--- config.mk ---
export PLATFORM = sky130hd
export DESIGN_NAME = websocket_client_frame_encoder
export DESIGN_NICKNAME = d
export VERILOG_FILES = /design/src/hdl/wsenc_pkg.sv /design/src/hdl/wsenc_front.sv /design/src/hdl/wsenc_queue.sv /design/src/hdl/wsenc_back.sv /design/src/hdl/websocket_client_frame_encoder.sv
export SDC_FILE = /design/constraint.sdc
export NUM_CORES = 1
export LEC_CHECK = 0
export ABC_AREA = 1
export BUFFER_PORTS_ARGS = -buffer_cell sky130_fd_sc_hd__buf_4
export CAP_MARGIN = 20
export CORE_ASPECT_RATIO = 2
export CORE_MARGIN = 2
export CORE_UTILIZATION = 56
export DETAILED_ROUTE_END_ITERATION = 10
export GPL_ROUTABILITY_DRIVEN = 0
export PLACE_DENSITY = 0.77
export RECOVER_POWER = 50
export REMOVE_ABC_BUFFERS = 1
export SLEW_MARGIN = 40
export SYNTH_ARGS = -nofsm -noshare
export SYNTH_HDL_FRONTEND = slang
export SYNTH_HIERARCHICAL = 1
export SYNTH_SLANG_ARGS = --single-unit
--- constraint.sdc ---
create_clock -name clock -period 4.6 [get_ports clock]
set_clock_uncertainty 0.1 [all_clocks]
set_input_delay 0.69 -clock clock [delete_from_list [all_inputs] [get_ports clock]]
set_output_delay 0.69 -clock clock [all_outputs]
set_load 0.02 [all_outputs]
--- src/hdl/wsenc_pkg.sv ---
// ----------------------------------------------------------------------------
// WebSocket client frame encoder package
// Shared types, constants and helper functions for the encoder modules.
// ----------------------------------------------------------------------------
package wsenc_pkg;

   localparam int CAPACITY_WIDTH   = 32;
   localparam int LENGTH_WIDTH     = 63;
   localparam int BYTE_WIDTH       = 8;
   localparam int NIBBLE_WIDTH     = 4;
   localparam int STATUS_WIDTH     = 2;
   localparam int CSR_INDEX_WIDTH  = 1;
   localparam int CSR_DATA_WIDTH   = 32;
   localparam int BYTE_INDEX_WIDTH = 4;
   localparam int QUEUE_DEPTH      = 4;

   localparam logic [CAPACITY_WIDTH-1:0] CAPACITY_RESET = 32'd125;
   localparam logic [BYTE_WIDTH-1:0]     MASK_RESET     = 8'h2A;

   localparam logic [CSR_INDEX_WIDTH-1:0] CSR_FRAME_CAPACITY = 1'b0;
   localparam logic [CSR_INDEX_WIDTH-1:0] CSR_MASK_BYTE      = 1'b1;

   localparam logic [STATUS_WIDTH-1:0] STATUS_OK       = 2'd0;
   localparam logic [STATUS_WIDTH-1:0] STATUS_OVERSIZE = 2'd1;
   localparam logic [STATUS_WIDTH-1:0] STATUS_NO_FRAME = 2'd2;

   localparam logic [LENGTH_WIDTH-1:0] SHORT_LENGTH_LIMIT  = 63'd126;
   localparam logic [LENGTH_WIDTH-1:0] MEDIUM_LENGTH_LIMIT = 63'd65536;
   localparam logic [BYTE_WIDTH-1:0]   LEN_CODE_MEDIUM     = 8'd126;
   localparam logic [BYTE_WIDTH-1:0]   LEN_CODE_LONG       = 8'd127;
   localparam logic [BYTE_WIDTH-1:0]   MASK_BIT            = 8'h01 << 7;

   localparam logic [BYTE_INDEX_WIDTH-1:0] BASE_HEADER_BYTES = 4'd2;
   localparam logic [BYTE_INDEX_WIDTH-1:0] MASK_KEY_BYTES    = 4'd4;
   localparam logic [BYTE_INDEX_WIDTH-1:0] EXT_BYTES_MEDIUM  = 4'd2;
   localparam logic [BYTE_INDEX_WIDTH-1:0] EXT_BYTES_LONG    = 4'd8;

   typedef enum logic [1:0] {
      KIND_HEADER,
      KIND_DATA,
      KIND_ERROR
   } kind_type;

   typedef enum logic [1:0] {
      LEN_SHORT,
      LEN_MEDIUM,
      LEN_LONG
   } len_class_type;

   typedef struct packed {
      kind_type                  kind;
      len_class_type             len_class;
      logic [BYTE_WIDTH-1:0]     header_byte;
      logic [LENGTH_WIDTH-1:0]   payload_length;
      logic [BYTE_WIDTH-1:0]     data_byte;
      logic                      last;
      logic [STATUS_WIDTH-1:0]   status;
   } job_type;

   function automatic logic [BYTE_INDEX_WIDTH-1:0] ext_bytes(input len_class_type len_class);
      logic [BYTE_INDEX_WIDTH-1:0] result;
      case (len_class)
         LEN_MEDIUM: result = EXT_BYTES_MEDIUM;
         LEN_LONG:   result = EXT_BYTES_LONG;
         default:    result = '0;
      endcase
      return result;
   endfunction

   function automatic logic [BYTE_INDEX_WIDTH-1:0] header_bytes(input len_class_type len_class);
      return BASE_HEADER_BYTES + ext_bytes(len_class) + MASK_KEY_BYTES;
   endfunction

endpackage

--- src/hdl/wsenc_front.sv ---
// ----------------------------------------------------------------------------
// WebSocket encoder front end
// Accepts commands, tracks the open frame, checks the frame size against
// the capacity and hands one classified job per command to the queue.
// ----------------------------------------------------------------------------
module wsenc_front
   import wsenc_pkg::*;
(
   input  logic                      clock,
   input  logic                      reset,
   input  logic                      req_valid,
   output logic                      req_ready,
   input  logic                      req_cmd,
   input  logic [NIBBLE_WIDTH-1:0]   req_frame_flags,
   input  logic [NIBBLE_WIDTH-1:0]   req_frame_opcode,
   input  logic [LENGTH_WIDTH-1:0]   req_payload_length,
   input  logic [BYTE_WIDTH-1:0]     req_data_byte,
   input  logic [CAPACITY_WIDTH-1:0] frame_capacity,
   input  logic                      queue_full,
   output logic                      push,
   output job_type                   push_job
);

   logic                    frame_open_ff;
   logic                    frame_open_in;
   logic [LENGTH_WIDTH-1:0] remaining_ff;
   logic [LENGTH_WIDTH-1:0] remaining_in;

   logic                      accept;
   len_class_type             len_class;
   logic [CAPACITY_WIDTH:0]   low_total;
   logic                      oversize;
   logic                      final_byte;

   assign req_ready = !queue_full;
   assign accept    = req_valid && req_ready;
   assign push      = accept;

   always_comb begin
      if (req_payload_length < SHORT_LENGTH_LIMIT) begin
         len_class = LEN_SHORT;
      end else if (req_payload_length < MEDIUM_LENGTH_LIMIT) begin
         len_class = LEN_MEDIUM;
      end else begin
         len_class = LEN_LONG;
      end
   end

   assign low_total = {1'b0, req_payload_length[CAPACITY_WIDTH-1:0]}
                    + (CAPACITY_WIDTH+1)'(header_bytes(len_class));
   assign oversize  = (req_payload_length[LENGTH_WIDTH-1:CAPACITY_WIDTH] != '0)
                   || (low_total > {1'b0, frame_capacity});
   assign final_byte = (remaining_ff == LENGTH_WIDTH'(1));

   always_comb begin
      frame_open_in          = frame_open_ff;
      remaining_in           = remaining_ff;
      push_job.kind          = KIND_ERROR;
      push_job.len_class     = len_class;
      push_job.header_byte   = {req_frame_flags, req_frame_opcode};
      push_job.payload_length = req_payload_length;
      push_job.data_byte     = req_data_byte;
      push_job.last          = 1'b1;
      push_job.status        = STATUS_OK;
      if (req_cmd) begin
         if (!frame_open_ff) begin
            push_job.status = STATUS_NO_FRAME;
         end else begin
            push_job.kind = KIND_DATA;
            push_job.last = final_byte;
            if (accept) begin
               remaining_in  = remaining_ff - LENGTH_WIDTH'(1);
               frame_open_in = !final_byte;
            end
         end
      end else if (oversize) begin
         push_job.status = STATUS_OVERSIZE;
         if (accept) begin
            remaining_in  = '0;
            frame_open_in = 1'b0;
         end
      end else begin
         push_job.kind = KIND_HEADER;
         push_job.last = (req_payload_length == '0);
         if (accept) begin
            remaining_in  = req_payload_length;
            frame_open_in = (req_payload_length != '0);
         end
      end
   end

   always_ff @(posedge clock) begin
      if (reset) begin
         frame_open_ff <= 1'b0;
         remaining_ff  <= '0;
      end else begin
         frame_open_ff <= frame_open_in;
         remaining_ff  <= remaining_in;
      end
   end

endmodule

--- src/hdl/wsenc_queue.sv ---
// ----------------------------------------------------------------------------
// WebSocket encoder job queue
// Short register FIFO that decouples the front end from the byte sequencer.
// ----------------------------------------------------------------------------
module wsenc_queue
   import wsenc_pkg::*;
#(
   parameter int DEPTH = QUEUE_DEPTH
)
(
   input  logic    clock,
   input  logic    reset,
   input  logic    push,
   input  job_type push_job,
   output logic    full,
   input  logic    pop,
   output logic    not_empty,
   output job_type head_job
);

   localparam int PTR_WIDTH   = (DEPTH > 1) ? $clog2(DEPTH) : 1;
   localparam int COUNT_WIDTH = $clog2(DEPTH + 1);

   job_type                  entries_ff [DEPTH];
   logic [PTR_WIDTH-1:0]     wr_ptr_ff;
   logic [PTR_WIDTH-1:0]     wr_ptr_in;
   logic [PTR_WIDTH-1:0]     rd_ptr_ff;
   logic [PTR_WIDTH-1:0]     rd_ptr_in;
   logic [COUNT_WIDTH-1:0]   count_ff;
   logic [COUNT_WIDTH-1:0]   count_in;

   function automatic logic [PTR_WIDTH-1:0] next_ptr(input logic [PTR_WIDTH-1:0] ptr);
      return (ptr == PTR_WIDTH'(DEPTH - 1)) ? '0 : ptr + PTR_WIDTH'(1);
   endfunction

   assign full      = (count_ff == COUNT_WIDTH'(DEPTH));
   assign not_empty = (count_ff != '0);
   assign head_job  = entries_ff[rd_ptr_ff];

   always_comb begin
      wr_ptr_in = push ? next_ptr(wr_ptr_ff) : wr_ptr_ff;
      rd_ptr_in = pop ? next_ptr(rd_ptr_ff) : rd_ptr_ff;
      count_in  = count_ff;
      if (push && !pop) begin
         count_in = count_ff + COUNT_WIDTH'(1);
      end else if (pop && !push) begin
         count_in = count_ff - COUNT_WIDTH'(1);
      end
   end

   always_ff @(posedge clock) begin
      if (push) begin
         entries_ff[wr_ptr_ff] <= push_job;
      end
   end

   always_ff @(posedge clock) begin
      if (reset) begin
         wr_ptr_ff <= '0;
         rd_ptr_ff <= '0;
         count_ff  <= '0;
      end else begin
         wr_ptr_ff <= wr_ptr_in;
         rd_ptr_ff <= rd_ptr_in;
         count_ff  <= count_in;
      end
   end

endmodule

--- src/hdl/wsenc_back.sv ---
// ----------------------------------------------------------------------------
// WebSocket encoder byte sequencer
// Expands each queued job into output beats: header bytes, extended length,
// masking key, masked payload or error status, through an output register.
// ----------------------------------------------------------------------------
module wsenc_back
   import wsenc_pkg::*;
(
   input  logic                    clock,
   input  logic                    reset,
   input  logic                    job_valid,
   input  job_type                 job,
   output logic                    pop,
   input  logic [BYTE_WIDTH-1:0]   mask_byte,
   output logic                    rsp_valid,
   input  logic                    rsp_ready,
   output logic [BYTE_WIDTH-1:0]   rsp_out_byte,
   output logic                    rsp_frame_last,
   output logic [STATUS_WIDTH-1:0] rsp_status
);

   logic [BYTE_INDEX_WIDTH-1:0] index_ff;
   logic [BYTE_INDEX_WIDTH-1:0] index_in;
   logic                        valid_ff;
   logic                        valid_in;
   logic [BYTE_WIDTH-1:0]       out_byte_ff;
   logic [BYTE_WIDTH-1:0]       out_byte_in;
   logic                        last_ff;
   logic                        last_in;
   logic [STATUS_WIDTH-1:0]     status_ff;
   logic [STATUS_WIDTH-1:0]     status_in;

   logic                        load;
   logic [BYTE_INDEX_WIDTH-1:0] ext_count;
   logic [BYTE_INDEX_WIDTH-1:0] final_index;
   logic [BYTE_INDEX_WIDTH-1:0] length_select;
   logic [63:0]                 length_word;
   logic [BYTE_WIDTH-1:0]       length_code;
   logic [BYTE_WIDTH-1:0]       header_out;
   logic                        job_done;

   assign load          = job_valid && (!valid_ff || rsp_ready);
   assign ext_count     = ext_bytes(job.len_class);
   assign final_index   = header_bytes(job.len_class) - BYTE_INDEX_WIDTH'(1);
   assign length_select = ext_count + BYTE_INDEX_WIDTH'(1) - index_ff;
   assign length_word   = {1'b0, job.payload_length};
   assign job_done      = (job.kind != KIND_HEADER) || (index_ff == final_index);
   assign pop           = load && job_done;

   always_comb begin
      case (job.len_class)
         LEN_MEDIUM: length_code = LEN_CODE_MEDIUM;
         LEN_LONG:   length_code = LEN_CODE_LONG;
         default:    length_code = {1'b0, job.payload_length[6:0]};
      endcase
   end

   always_comb begin
      if (index_ff == '0) begin
         header_out = job.header_byte;
      end else if (index_ff == BYTE_INDEX_WIDTH'(1)) begin
         header_out = MASK_BIT | length_code;
      end else if (index_ff < BASE_HEADER_BYTES + ext_count) begin
         header_out = length_word[{length_select[2:0], 3'b000} +: BYTE_WIDTH];
      end else begin
         header_out = mask_byte;
      end
   end

   always_comb begin
      index_in    = index_ff;
      valid_in    = valid_ff && !rsp_ready;
      out_byte_in = out_byte_ff;
      last_in     = last_ff;
      status_in   = status_ff;
      if (load) begin
         valid_in  = 1'b1;
         status_in = job.status;
         index_in  = job_done ? '0 : index_ff + BYTE_INDEX_WIDTH'(1);
         case (job.kind)
            KIND_HEADER: begin
               out_byte_in = header_out;
               last_in     = job.last && (index_ff == final_index);
            end
            KIND_DATA: begin
               out_byte_in = job.data_byte ^ mask_byte;
               last_in     = job.last;
            end
            default: begin
               out_byte_in = '0;
               last_in     = 1'b1;
            end
         endcase
      end
   end

   always_ff @(posedge clock) begin
      if (reset) begin
         index_ff <= '0;
         valid_ff <= 1'b0;
      end else begin
         index_ff <= index_in;
         valid_ff <= valid_in;
      end
   end

   always_ff @(posedge clock) begin
      out_byte_ff <= out_byte_in;
      last_ff     <= last_in;
      status_ff   <= status_in;
   end

   assign rsp_valid      = valid_ff;
   assign rsp_out_byte   = out_byte_ff;
   assign rsp_frame_last = last_ff;
   assign rsp_status     = status_ff;

endmodule

--- src/hdl/websocket_client_frame_encoder.sv ---
// ----------------------------------------------------------------------------
// WebSocket client frame encoder
// Builds masked client WebSocket frames as a byte stream, one byte per beat.
// ----------------------------------------------------------------------------
// A payload-byte command produces one output beat and the block takes one
// command per cycle while the queue has room, so payload streams at one byte
// per cycle. A start command produces 6, 8 or 14 header beats (short, 16-bit or
// 64-bit length), which the byte sequencer emits at one beat per cycle unless
// stalled; a job queue of QUEUE_DEPTH entries lets new commands be taken while
// a header is still going out. Oversized frames and payload bytes with no open
// frame give one beat with out_byte zero, frame_last set and a nonzero status.
module websocket_client_frame_encoder
   import wsenc_pkg::*;
#(
   parameter int QUEUE_DEPTH_P = QUEUE_DEPTH
)
(
   input  logic                       clock,
   input  logic                       reset,
   input  logic                       req_valid,
   output logic                       req_ready,
   input  logic                       req_cmd,
   input  logic [NIBBLE_WIDTH-1:0]    req_frame_flags,
   input  logic [NIBBLE_WIDTH-1:0]    req_frame_opcode,
   input  logic [LENGTH_WIDTH-1:0]    req_payload_length,
   input  logic [BYTE_WIDTH-1:0]      req_data_byte,
   output logic                       rsp_valid,
   input  logic                       rsp_ready,
   output logic [BYTE_WIDTH-1:0]      rsp_out_byte,
   output logic                       rsp_frame_last,
   output logic [STATUS_WIDTH-1:0]    rsp_status,
   input  logic                       csr_write_enable,
   input  logic [CSR_INDEX_WIDTH-1:0] csr_index,
   input  logic [CSR_DATA_WIDTH-1:0]  csr_write_data
);

   logic [CAPACITY_WIDTH-1:0] capacity_ff;
   logic [CAPACITY_WIDTH-1:0] capacity_in;
   logic [BYTE_WIDTH-1:0]     mask_ff;
   logic [BYTE_WIDTH-1:0]     mask_in;

   logic    queue_full;
   logic    queue_push;
   job_type queue_push_job;
   logic    queue_pop;
   logic    queue_not_empty;
   job_type queue_head_job;

   always_comb begin
      capacity_in = capacity_ff;
      mask_in     = mask_ff;
      if (csr_write_enable) begin
         case (csr_index)
            CSR_FRAME_CAPACITY: capacity_in = csr_write_data[CAPACITY_WIDTH-1:0];
            CSR_MASK_BYTE:      mask_in     = csr_write_data[BYTE_WIDTH-1:0];
            default:            capacity_in = capacity_ff;
         endcase
      end
   end

   always_ff @(posedge clock) begin
      if (reset) begin
         capacity_ff <= CAPACITY_RESET;
         mask_ff     <= MASK_RESET;
      end else begin
         capacity_ff <= capacity_in;
         mask_ff     <= mask_in;
      end
   end

   wsenc_front u_front (
      .clock              (clock),
      .reset              (reset),
      .req_valid          (req_valid),
      .req_ready          (req_ready),
      .req_cmd            (req_cmd),
      .req_frame_flags    (req_frame_flags),
      .req_frame_opcode   (req_frame_opcode),
      .req_payload_length (req_payload_length),
      .req_data_byte      (req_data_byte),
      .frame_capacity     (capacity_ff),
      .queue_full         (queue_full),
      .push               (queue_push),
      .push_job           (queue_push_job)
   );

   wsenc_queue #(
      .DEPTH (QUEUE_DEPTH_P)
   ) u_queue (
      .clock     (clock),
      .reset     (reset),
      .push      (queue_push),
      .push_job  (queue_push_job),
      .full      (queue_full),
      .pop       (queue_pop),
      .not_empty (queue_not_empty),
      .head_job  (queue_head_job)
   );

   wsenc_back u_back (
      .clock          (clock),
      .reset          (reset),
      .job_valid      (queue_not_empty),
      .job            (queue_head_job),
      .pop            (queue_pop),
      .mask_byte      (mask_ff),
      .rsp_valid      (rsp_valid),
      .rsp_ready      (rsp_ready),
      .rsp_out_byte   (rsp_out_byte),
      .rsp_frame_last (rsp_frame_last),
      .rsp_status     (rsp_status)
   );

endmodule
## After elaboration in Yosys (flattened, before gate mapping)

Memory sizes are Yosys's and may differ from the RTL's. A register that Yosys moved wholly into a read port is not among the register bits.
Index checks and enable logic that the tools add are counted.

- Register bits after elaboration: 127
- RAM bits: 344
- Input bits: 118
- Output and inout bits: 13
- Logic and storage cells: 114
- Memories kept: 1

- Add/sub/neg operators: 14
- $lt $le $gt $ge: 4
- Equal/unequal tests: 12
- Shift operators: 1
- Muxes and demuxes: 40
- Bitwise logic cells: 2
- Reduce and logical (&&, ||, !) cells: 28

Memories:

| name | depth | width | read ports | clocked after Yosys merged registers in | wr ports | RTL line | RTL |
|---|---|---|---|---|---|---|---|
| u_queue.entries_ff | 4 | 86 | 1 | 1 | 1 | wsenc_queue.sv:24 | `job_type entries_ff [DEPTH];` |

Operators with widths:

| kind | count |
|---|---|
| 2-to-1 mux 63 bit | 6 |
| indexed part select 64 x 7 -> 8 bit | 1 |
| equality test 63 x 1 -> 1 bit (second input constant) | 1 |
| logical NOT 63 bit | 1 |
| less-than comparator 63 x 17 -> 1 bit (second input constant) | 1 |
| less-than comparator 63 x 7 -> 1 bit (second input constant) | 1 |
| nonzero test 63 bit | 1 |
| subtractor 63 x 1 -> 63 bit (second input constant) | 1 |
| adder 32 x 4 -> 33 bit | 1 |
| > comparator 33 x 32 -> 1 bit | 1 |
| nonzero test 31 bit | 1 |
| 2-to-1 mux 8 bit | 3 |
| 2-to-1 mux 2 bit | 10 |
| case mux 4 bit (2 select lines) | 2 |
| case mux 8 bit (2 select lines) | 1 |
| case mux 7 bit (2 select lines) | 1 |
| 2-to-1 mux 1 bit | 12 |
| 2-to-1 mux 3 bit | 3 |
| adder 2 x 4 -> 4 bit (first input constant) | 2 |
| adder 4 x 3 -> 4 bit (second input constant) | 2 |
| equality test 2 bit (second input constant) | 4 |
| bitwise XOR 8 bit | 1 |
| logical AND 1 bit | 7 |
| adder 3 x 1 -> 3 bit (second input constant) | 2 |
| other kinds (21) | 35 |

## Longest topological paths before layout

Gate-level depths: netlist of run 1.

- Word-level depth: 12
- Depth in mapped cells: 34
- Depth with buffers taken out: 34

## Hierarchy

Netlist of run 1, hierarchy kept.

Modules (own cells, without submodules):

| module | instances | cells each | area an instance (um^2) | seq. area each (um^2) |
|---|---|---|---|---|
| wsenc_queue | 1 | 891 | 13182.6 | 10510.1 |
| wsenc_front | 1 | 1143 | 6975.4 | 1281.2 |
| wsenc_back | 1 | 289 | 1805.5 | 430.4 |
| websocket_client_frame_encoder | 1 | 232 | 1612.8 | 800.8 |

## Least setup slack after synthesis of run 1

No wires, ideal clock.

- Kind: input to register
- Start point: in req_payload_length[59]
- End point: mem u_queue/entries_ff[0][85] in the netlist's numbering (data pin)
- Library setup time: 0.268 ns
- Data arrival time: 4.550 ns
- Slack: -0.318 ns
- Stages: 24
- Path buffers: 0
- Path through: nor2_1 nand2_1 nor4_1 nand3_1 or4_1 or2_2 ha_1 nand2_1 o22ai_2 nand3_1 nor3_2 nand3_1 nor2_1 nand4_1 xor2_1 ha_1 nand3_1 nand3b_1 nor3_1 nand2_1 nand2_4 nand2_4 nand2_1 nand2_1

RTL lines:

| item | RTL line | RTL |
|---|---|---|
| start: declaration | websocket_client_frame_encoder.sv:25 | `input logic [LENGTH_WIDTH-1:0] req_payload_length,` |
| end: declaration | wsenc_queue.sv:24 |  |

==> results.toml, run 1 <==
[floorplanning]
die_h_um = 294
core_area_mm2 = 0.0416
num_rows = 106
die_x_um = 149
die_area_mm2 = 0.0439
initial_core_util = 0.566
io_pins = 131

[worst_setup_path]
startpoint_type = "primary input"
crit_fanout = 5
cp.required_ns = 4.81
cpMostUsedCell = "nand2_2"
crit_slowest_cell = "or4_4"
slowest_delay_ns = 0.57
cp-end-kind = "flip-flop"
critPathKind = "in -> reg"
arrival_ns = 5.24
startpoint = "req_payload_length[30]"

[status]
violations = "setup timing"
status = "complete, but fails checks"

[layout]
nNetsFinal = 2852
seq_area_mm2 = 0.0130
finalNonFillerCells = 3249
diodes = 0
area.growth.synth_to_final_pct = 13.2
final_core_util = 0.641
n_fill_cell = 3307
multi_input_comb_area_mm2 = 0.00879
drive_gt1_frac = 0.150
design_area_mm2 = 0.0267

[sta]
final.min_clock_period_ns = 5.03
totalNegativeSetupSlack_ns = -16.91
worst_slew_pin_slew_ns = 0.881
relSlewSlack = 0.413
period_share = 1.09
rsz0062_at_grt = "yes"
setup_violations = 45
hold_ws_ns = 0.234
hold_viol = 0
max_freq_ghz = 0.199
fin_ws_ns = -0.433
timing.final.max_slew_violations = 0

[placed_design]
dp_hpwl_um = 45900
dpl.cell_count = 3163
place_ws_ns = -1.47
portBuffers = 130
placed_area_mm2 = 0.0250

[yosys]
synthArstFlopShare = 0
postSynthCellCount = 2555
synth_edf_count = 355
synth.most_common_cell = "nor2_1"
postSynthAreaPerCell_um2 = 9.23
yosys.area_share.simple = 0.181
syn-cell-area_mm2 = 0.0236
synth_cell_types = 53
synthAdderAreaFrac = 0.0304
synth.mux.area_fraction = 0
yosysWarnings = 6
synth_top_family_by_area = "simple AND/OR/NAND/NOR gates"
seq_area_frac_synth = 0.552
synth_ff_type = "edfxtp_1"
synth_top_area_frac = 0.452
ys_ff_latch = 473
synth_xor_area_frac = 0.0207
synth_compound_area_frac = 0.123
synthTopCellsByCount = "nor2_1, edfxtp_1, nand2_1"
synth.top_cells.by_area = "edfxtp_1, dfxtp_1, nor2_1"
synth_top_cell_by_area = "edfxtp_1"

[route]
drt-initial-drc-count = 1713
viasPerCell = 6.07
wl_per_cell_um = 21.4
vias = 19700
post-route-drc-count = 0
drt-total-wl_um = 69400
postRouteAntennaNets = 0
firstDrtPassIters = 7

[clock_network]
hold_buffers = 0
cts_buffer_depth = 3
numCtsBuffers = 41
ctsRootBufferMaster = "clkbuf_16"
cts_sinks = 473
clk_latency_ns = 0.57
htree_levels = 2
clk_pin_slew_ns = 0.06
cts_tree = "built"

[hold_path]
hold_class = "in -> reg"
min_from = "req_payload_length[50]"

[global_route]
antenna_found_initial = 1
grt.overflow.total = 0
grt_max_degree = 87
grtUsageTotal = 0.313
grt_pass1_vias = 19800
grt_pass1_wl_um = 105000

[pwr]
power.density_mw_per_mm2 = 541
ir_worst_vdd_mv = 0.347
leakage_nw = 10.5
p_total_mw = 14.4

[job]
maxCapViolCount = 0
==> flip-flops by register name, summed over array words and instances, names as in the netlist, 3 cells and up, named ones only <==
register	cells
mask_ff	8
capacity_ff	32
u_queue/count_ff	3
u_back/rsp_out_byte	8
u_queue/entries_ff	344
u_back/index_ff	4
u_front/remaining_ff	63
==> cell type report <==
type / instances / area share
Clock inverter: 22 / 0.00773
Clock buffer: 52 / 0.0412
Sequential cell: 473 / 0.488
Multi-Input combinational cell: 1634 / 0.329
Inverter: 256 / 0.0365
Tap cell: 540 / 0.0253
Timing Repair Buffer: 272 / 0.0719
==> worst max-delay path: cells and delay by family <==
kind | cells | cell delay, ns
XOR/XNOR | 1 | 0.11
AO/OA/AOI/OAI | 1 | 0.17
buffers and inverters | 4 | 0.50
AND/OR/NAND/NOR | 19 | 3.14
adder cells (fa/ha/maj) | 2 | 0.61
==> metal layers <==
metal / GRT usage / vias to the layer above / routed length, um
met1: 0.314 / 9308 / 22200
met3: 0.0496 / 386 / 4880
li1: - / 8913 / -
met5: 0 / - / 10
met4: 0.257 / 2 / 6780
met2: 0.560 / 1123 / 35500
==> worst paths after layout <==
path | endpoint | slack, ns | depth (start not counted)
worst max-delay path | u_queue/entries_ff[1][2] | -0.43 | 27
worst min register to register | capacity_ff[5] | 0.37 | 2
worst max register to register | u_queue/count_ff[1] | 0.92 | 16
worst min-delay path | u_queue/entries_ff[0][61] | 0.23 | 1
==> cells by family after synthesis <==
family / Yosys count
AND/OR/NAND/NOR: 983
AO/OA/AOI/OAI: 540
flip-flops: 473
buffers and inverters: 449
adder cells (fa/ha/maj): 56
XOR/XNOR: 54
==> what timing repair did <==
item / in CTS / in global routing
buffers inserted: 7 / 3
pin swaps: 24 / 31
gates cloned: 1 / 1
endpoints found under the setup margin: 45 / 45
gates resized for setup: 54 / 39
==> cells in the final DEF, fill, tap and decap left out, types with 10 or more instances in the layout <==
| master | synthesis | final |
|---|---|---|
| nor2_1 | 399 | 391 |
| a21oi_1 | 109 | 103 |
| nand4_1 | 41 | 41 |
| nor4_1 | 18 | 11 |
| inv_1 | 246 | 234 |
| nand2_1 | 315 | 301 |
| xor2_1 | 41 | 40 |
| nand3_1 | 131 | 122 |
| dfxtp_1 | 118 | 116 |
| clkbuf_1 | 47 | 62 |
| o22ai_1 | 86 | 86 |
| nor2_4 | 5 | 12 |
| ha_1 | 54 | 50 |
| nor3_1 | 28 | 23 |
| clkbuf_16 | 0 | 43 |
| edfxtp_1 | 355 | 355 |
| buf_4 | 85 | 199 |
| a31oi_1 | 26 | 26 |
| o21ai_0 | 280 | 280 |
| o21ai_1 | 23 | 23 |
| or2_2 | 12 | 10 |
| xnor2_1 | 11 | 11 |
| nand2_2 | 6 | 15 |
| inv_2 | 9 | 15 |
==> power breakdown <==
part	internal, mW	switching (mW)
combinational	1.61	3.94
clock	1.83	1.61
sequential	5.16	0.273
No activity file was read; power rests on OpenSTA's default activity.
==> run 2, diff against run 1 <==
- CORE_UTILIZATION: 56 -> 50
- PLACE_DENSITY: 0.77 -> 0.67
- clock period: 4.6 -> 5.97 ns (I/O delays scaled with it)
==> results.toml, run 2 (same netlist as run 1, synthesis figures left out) <==
[status]
status = "complete, but fails checks"
violations = "capacitance limit, slew limit"

[worst_setup_path]
crit_buf_inv = 1
critPathKind = "in -> reg"
ff2ff_path_depth = 7
slowest_delay_ns = 0.70
r2r-start = "u_queue/count_ff[1]"
worst-path-stages = 23
r2r_slack_ns = 1.53
cp.required_ns = 6.16
crit_chain = "buf_4, nor4_1, nand3_1, or4_1, or2_2, ha_1, nand2_1, o22ai_2, nand3_1, nor3_2, nand3_1, nor2_1, nand4_1, xor2_1, ha_1, nand3_1, nand3b_1, nor3_1, nand2_1, nand2_4, nand2_4, nand2_1, nand2_1"
reg2reg_to = "u_queue/entries_ff[2][28]"
startpoint = "req_payload_length[48]"
cp-end-kind = "flip-flop"
startpoint_type = "primary input"
crit_slowest_cell = "or4_1"
arrival_ns = 5.97
cp_top_family = "simple AND/OR/NAND/NOR gates"
crit_fanout = 6

[pwr]
ir_worst_vdd_mv = 0.286
power.density_mw_per_mm2 = 431
leakage_nw = 9.87
clock_power_share = 0.250
combPwrFrac = 0.367
switching_power_mw = 4.35
p_seq_frac = 0.384
intPower_mw = 6.69
switching_share = 0.394
p_total_mw = 11.0

[clock_network]
cts_sinks = 473
hold_buffers = 0
postCtsSetupBuffers = 0
cts_tree = "built"
clk_latency_ns = 0.56
clk_pin_slew_ns = 0.07
numCtsBuffers = 41
cts_buffer_depth = 3
htree_levels = 2
ctsRootBufferMaster = "clkbuf_16"

[sta]
timing.final.max_slew_violations = 220
hold_ws_ns = 0.371
hold_viol = 0
relSlewSlack = -0.703
fin_ws_ns = 0.193
max_freq_ghz = 0.173
setup_violations = 0
period_share = 0.968
rsz0062_at_grt = "no"
worst_slew_pin_slew_ns = 2.54
final.min_clock_period_ns = 5.78
totalNegativeSetupSlack_ns = 0

[global_route]
antenna_found_initial = 0
grt_max_degree = 117
grt.overflow.total = 0
grtUsageTotal = 0.269
grt_pass1_vias = 18300
grt_pass1_wl_um = 101000

[layout]
reg_top3 = "u_queue/entries_ff x344, u_front/remaining_ff x63, capacity_ff x32"
nNetsFinal = 2762
seq_area_mm2 = 0.0130
area.growth.synth_to_final_pct = 8.61
n_fill_cell = 4227
design_area_mm2 = 0.0256
top_register = "u_queue/entries_ff"
final_common_cell = "nor2_1"
diodes = 0
finalNonFillerCells = 3248
drive_gt1_frac = 0.0824
final_cell_mix = "nor2_1, edfxtp_1, nand2_1"
largest_register_ffs = 344
final_core_util = 0.549
multi_input_comb_area_mm2 = 0.00838

[route]
wl_per_cell_um = 20.4
post-route-drc-count = 0
vias = 18400
firstDrtPassIters = 5
drt-initial-drc-count = 1291
viasPerCell = 5.66
postRouteAntennaNets = 0
drt-total-wl_um = 66300

[hold_path]
hold_class = "reg -> reg"
min_from = "u_front/remaining_ff[1]"
min_to = "u_front/remaining_ff[1]"
hold_depth = 2

[floorplanning]
die_x_um = 158
die_h_um = 311
initial_core_util = 0.505
die_area_mm2 = 0.0490
io_pins = 131
num_rows = 112
core_area_mm2 = 0.0467

[placed_design]
placed_area_mm2 = 0.0246
dpl.cell_count = 3172
place_ws_ns = -0.229
portBuffers = 130
dp_hpwl_um = 45300

[job]
maxCapViolCount = 6
==> run 2: what timing repair did <==
item | in CTS | in global routing
endpoints found under the setup margin | 0 | 6
gates resized for setup | 0 | 1
hold endpoints to repair | 0 | 0
==> run 2: worst max path at each step <==
stage / to / slack (ns)
after floorplan: u_queue/count_ff[2] / -0.81
after global placement: u_queue/entries_ff[2][85] / -0.06
after detailed placement: u_queue/entries_ff[3][85] / -0.23
after CTS: u_queue/entries_ff[2][85] / 0.34
after global routing: u_front/remaining_ff[0] / 0.008
final: u_queue/entries_ff[2][85] / 0.19
==> run 2: cell type report <==
class	count	area share
clock buffer	56	0.0455
clock inverter	20	0.00889
inverter	256	0.0379
multi-input combinational	1633	0.327
sequential	473	0.509
tap	627	0.0306
timing repair buffer	183	0.0409
==> run 2: worst reg2reg max path: stages (launching register included) <==
cell and delay [ns]:
dfxtp_1 0.36, nor3_1 0.20, inv_1 0.08, nand2_1 0.17
inv_1 0.16, nand2_1 0.10, clkinvlp_2 1.89, buf_4 1.05
==> run 2: layer usage <==
metal,part of all wire,GRT usage,vias to the layer above
met5,0,0,-
met1,0.35,0.285,8746
met3,0.059,0.0377,230
met4,0.073,0.180,0
li1,-,-,8723
met2,0.52,0.486,699
==> run 2: power by group through the flow <==
| stage | combinational (mW) | sequential, mW | clock [mW] |
|---|---|---|---|
| after global placement | 3.91 | 4.32 | 0 |
| after detailed placement | 4.06 | 4.30 | 0 |
| after global routing | 4.45 | 4.28 | 2.91 |
| final | 4.05 | 4.24 | 2.76 |
| after CTS | 4.08 | 4.23 | 2.80 |
| after floorplan | 2.40 | 4.38 | 0 |
==> run 3, diff against run 2 <==
- CELL_PAD_IN_SITES_DETAIL_PLACEMENT: not set -> 1
- CELL_PAD_IN_SITES_GLOBAL_PLACEMENT: not set -> 1
- PLACE_DENSITY: 0.67 -> not set
- PLACE_DENSITY_LB_ADDON: not set -> 0.1
==> results.toml, run 3 (same netlist as run 1, synthesis figures left out) <==
[clock_network]
htree_levels = 2
postCtsSetupBuffers = 0
ctsResizeCount = 0
cts_sinks = 473
cts_buffer_depth = 3
numCtsBuffers = 43
clk_pin_slew_ns = 0.06
clk_latency_ns = 0.58
ctsRootBufferMaster = "clkbuf_16"
cts_tree = "built"
hold_buffers = 0

[route]
firstDrtPassIters = 5
wl_per_cell_um = 23.1
vias = 18900
drt-initial-drc-count = 1048
viasPerCell = 5.80
drt-total-wl_um = 75000
postRouteAntennaNets = 0
post-route-drc-count = 0

[sta]
max_freq_ghz = 0.175
final.min_clock_period_ns = 5.73
timing.final.max_slew_violations = 134
hold_ws_ns = 0.379
worst_slew_pin_slew_ns = 2.09
setup_violations = 0
rsz0062_at_grt = "no"
relSlewSlack = -0.400
period_share = 0.959
hold_viol = 0
fin_ws_ns = 0.244
totalNegativeSetupSlack_ns = 0

[placed_design]
dp_hpwl_um = 51700
place_ws_ns = -0.173
dpl.cell_count = 3171
placed_area_mm2 = 0.0246
portBuffers = 130

[global_route]
grtUsageTotal = 0.309
grt_max_degree = 86
grt.overflow.total = 0
grt_pass1_wl_um = 115000
antenna_found_initial = 1
grt_pass1_vias = 20500

[layout]
top_register = "u_queue/entries_ff"
finalNonFillerCells = 3251
seq_area_mm2 = 0.0130
largest_register_ffs = 344
diodes = 0
multi_input_comb_area_mm2 = 0.00838
n_fill_cell = 5387
nNetsFinal = 2763
design_area_mm2 = 0.0258
final_common_cell = "nor2_1"
reg_top3 = "u_queue/entries_ff x344, u_front/remaining_ff x63, capacity_ff x32"
final_cell_mix = "nor2_1, edfxtp_1, nand2_1"
final_core_util = 0.553
drive_gt1_frac = 0.0899
area.growth.synth_to_final_pct = 9.52

[worst_setup_path]
crit_slowest_cell = "or4_1"
cpMostUsedCell = "nor2_1"
arrival_ns = 6.04
cp.required_ns = 6.28
slowest_delay_ns = 0.63
startpoint_type = "primary input"
critPathKind = "in -> reg"
cp-end-kind = "flip-flop"
crit_fanout = 12

[floorplanning]
io_pins = 131
die_h_um = 311
die_x_um = 158
initial_core_util = 0.505
die_area_mm2 = 0.0490
core_area_mm2 = 0.0467
num_rows = 112

[pwr]
leakage_nw = 10.0
p_total_mw = 11.6
power.density_mw_per_mm2 = 450
ir_worst_vdd_mv = 0.260

[job]
maxCapViolCount = 4

[hold_path]
hold_class = "reg -> reg"

[status]
status = "complete, but fails checks"
violations = "capacitance limit, slew limit"
run 3: changes by cell type in the layout (fill, tap and decap cells not counted), moves of 2 or more:
cell / previous run / this run
buf_4: 78 / 87
clkbuf_1: 104 / 87
clkinv_2: 5 / 9
bufinv_16: 4 / 10
clkinvlp_2: 2 / 4
run 3: area by class of cell:
type / count / area share
clock buffer: 49 / 0.0445
clock inverter: 31 / 0.0169
inverter: 256 / 0.0377
multi-input combinational: 1633 / 0.324
sequential: 473 / 0.505
tap: 627 / 0.0304
timing repair buffer: 182 / 0.0415
run 3: per-layer routing:
metal / GRT usage / part of all wire / vias up / wire length, um
met5: 0 / 0.00017 / - / 13
met4: 0.208 / 0.076 / 2 / 5690
met3: 0.0366 / 0.045 / 262 / 3360
met2: 0.576 / 0.54 / 563 / 40400
met1: 0.313 / 0.34 / 9318 / 25500
li1: - / - / 8718 / -
run 3: path summary, 6_finish.rpt:
| check | end | start | cells past startpoint | slack [ns] |
|---|---|---|---|---|
| max | u_front/remaining_ff[31] | req_payload_length[48] | 30 | 0.24 |
| min | u_front/remaining_ff[1] | u_front/remaining_ff[1] | 2 | 0.38 |
| max reg2reg | u_queue/count_ff[1] | flip-flop | 16 | 1.58 |
| min reg2reg | u_front/remaining_ff[1] | u_front/remaining_ff[1] | 2 | 0.38 |
run 3: worst max-delay path, delay by kind of cell:
family	cells	cell delay, ns
buf+inv	7	0.94
compound gates	1	0.10
xor+xnor	1	0.16
fa+ha+maj	2	0.59
simple gates	19	3.34
run 3: power breakdown:
| part | leakage (nW) | switching (mW) | internal (mW) | total (mW) |
|---|---|---|---|---|
| combinational | 5.00 | 3.08 | 1.18 | 4.26 |
| sequential | 4.23 | 0.257 | 3.98 | 4.24 |
| clock | 0.767 | 1.29 | 1.83 | 3.11 |
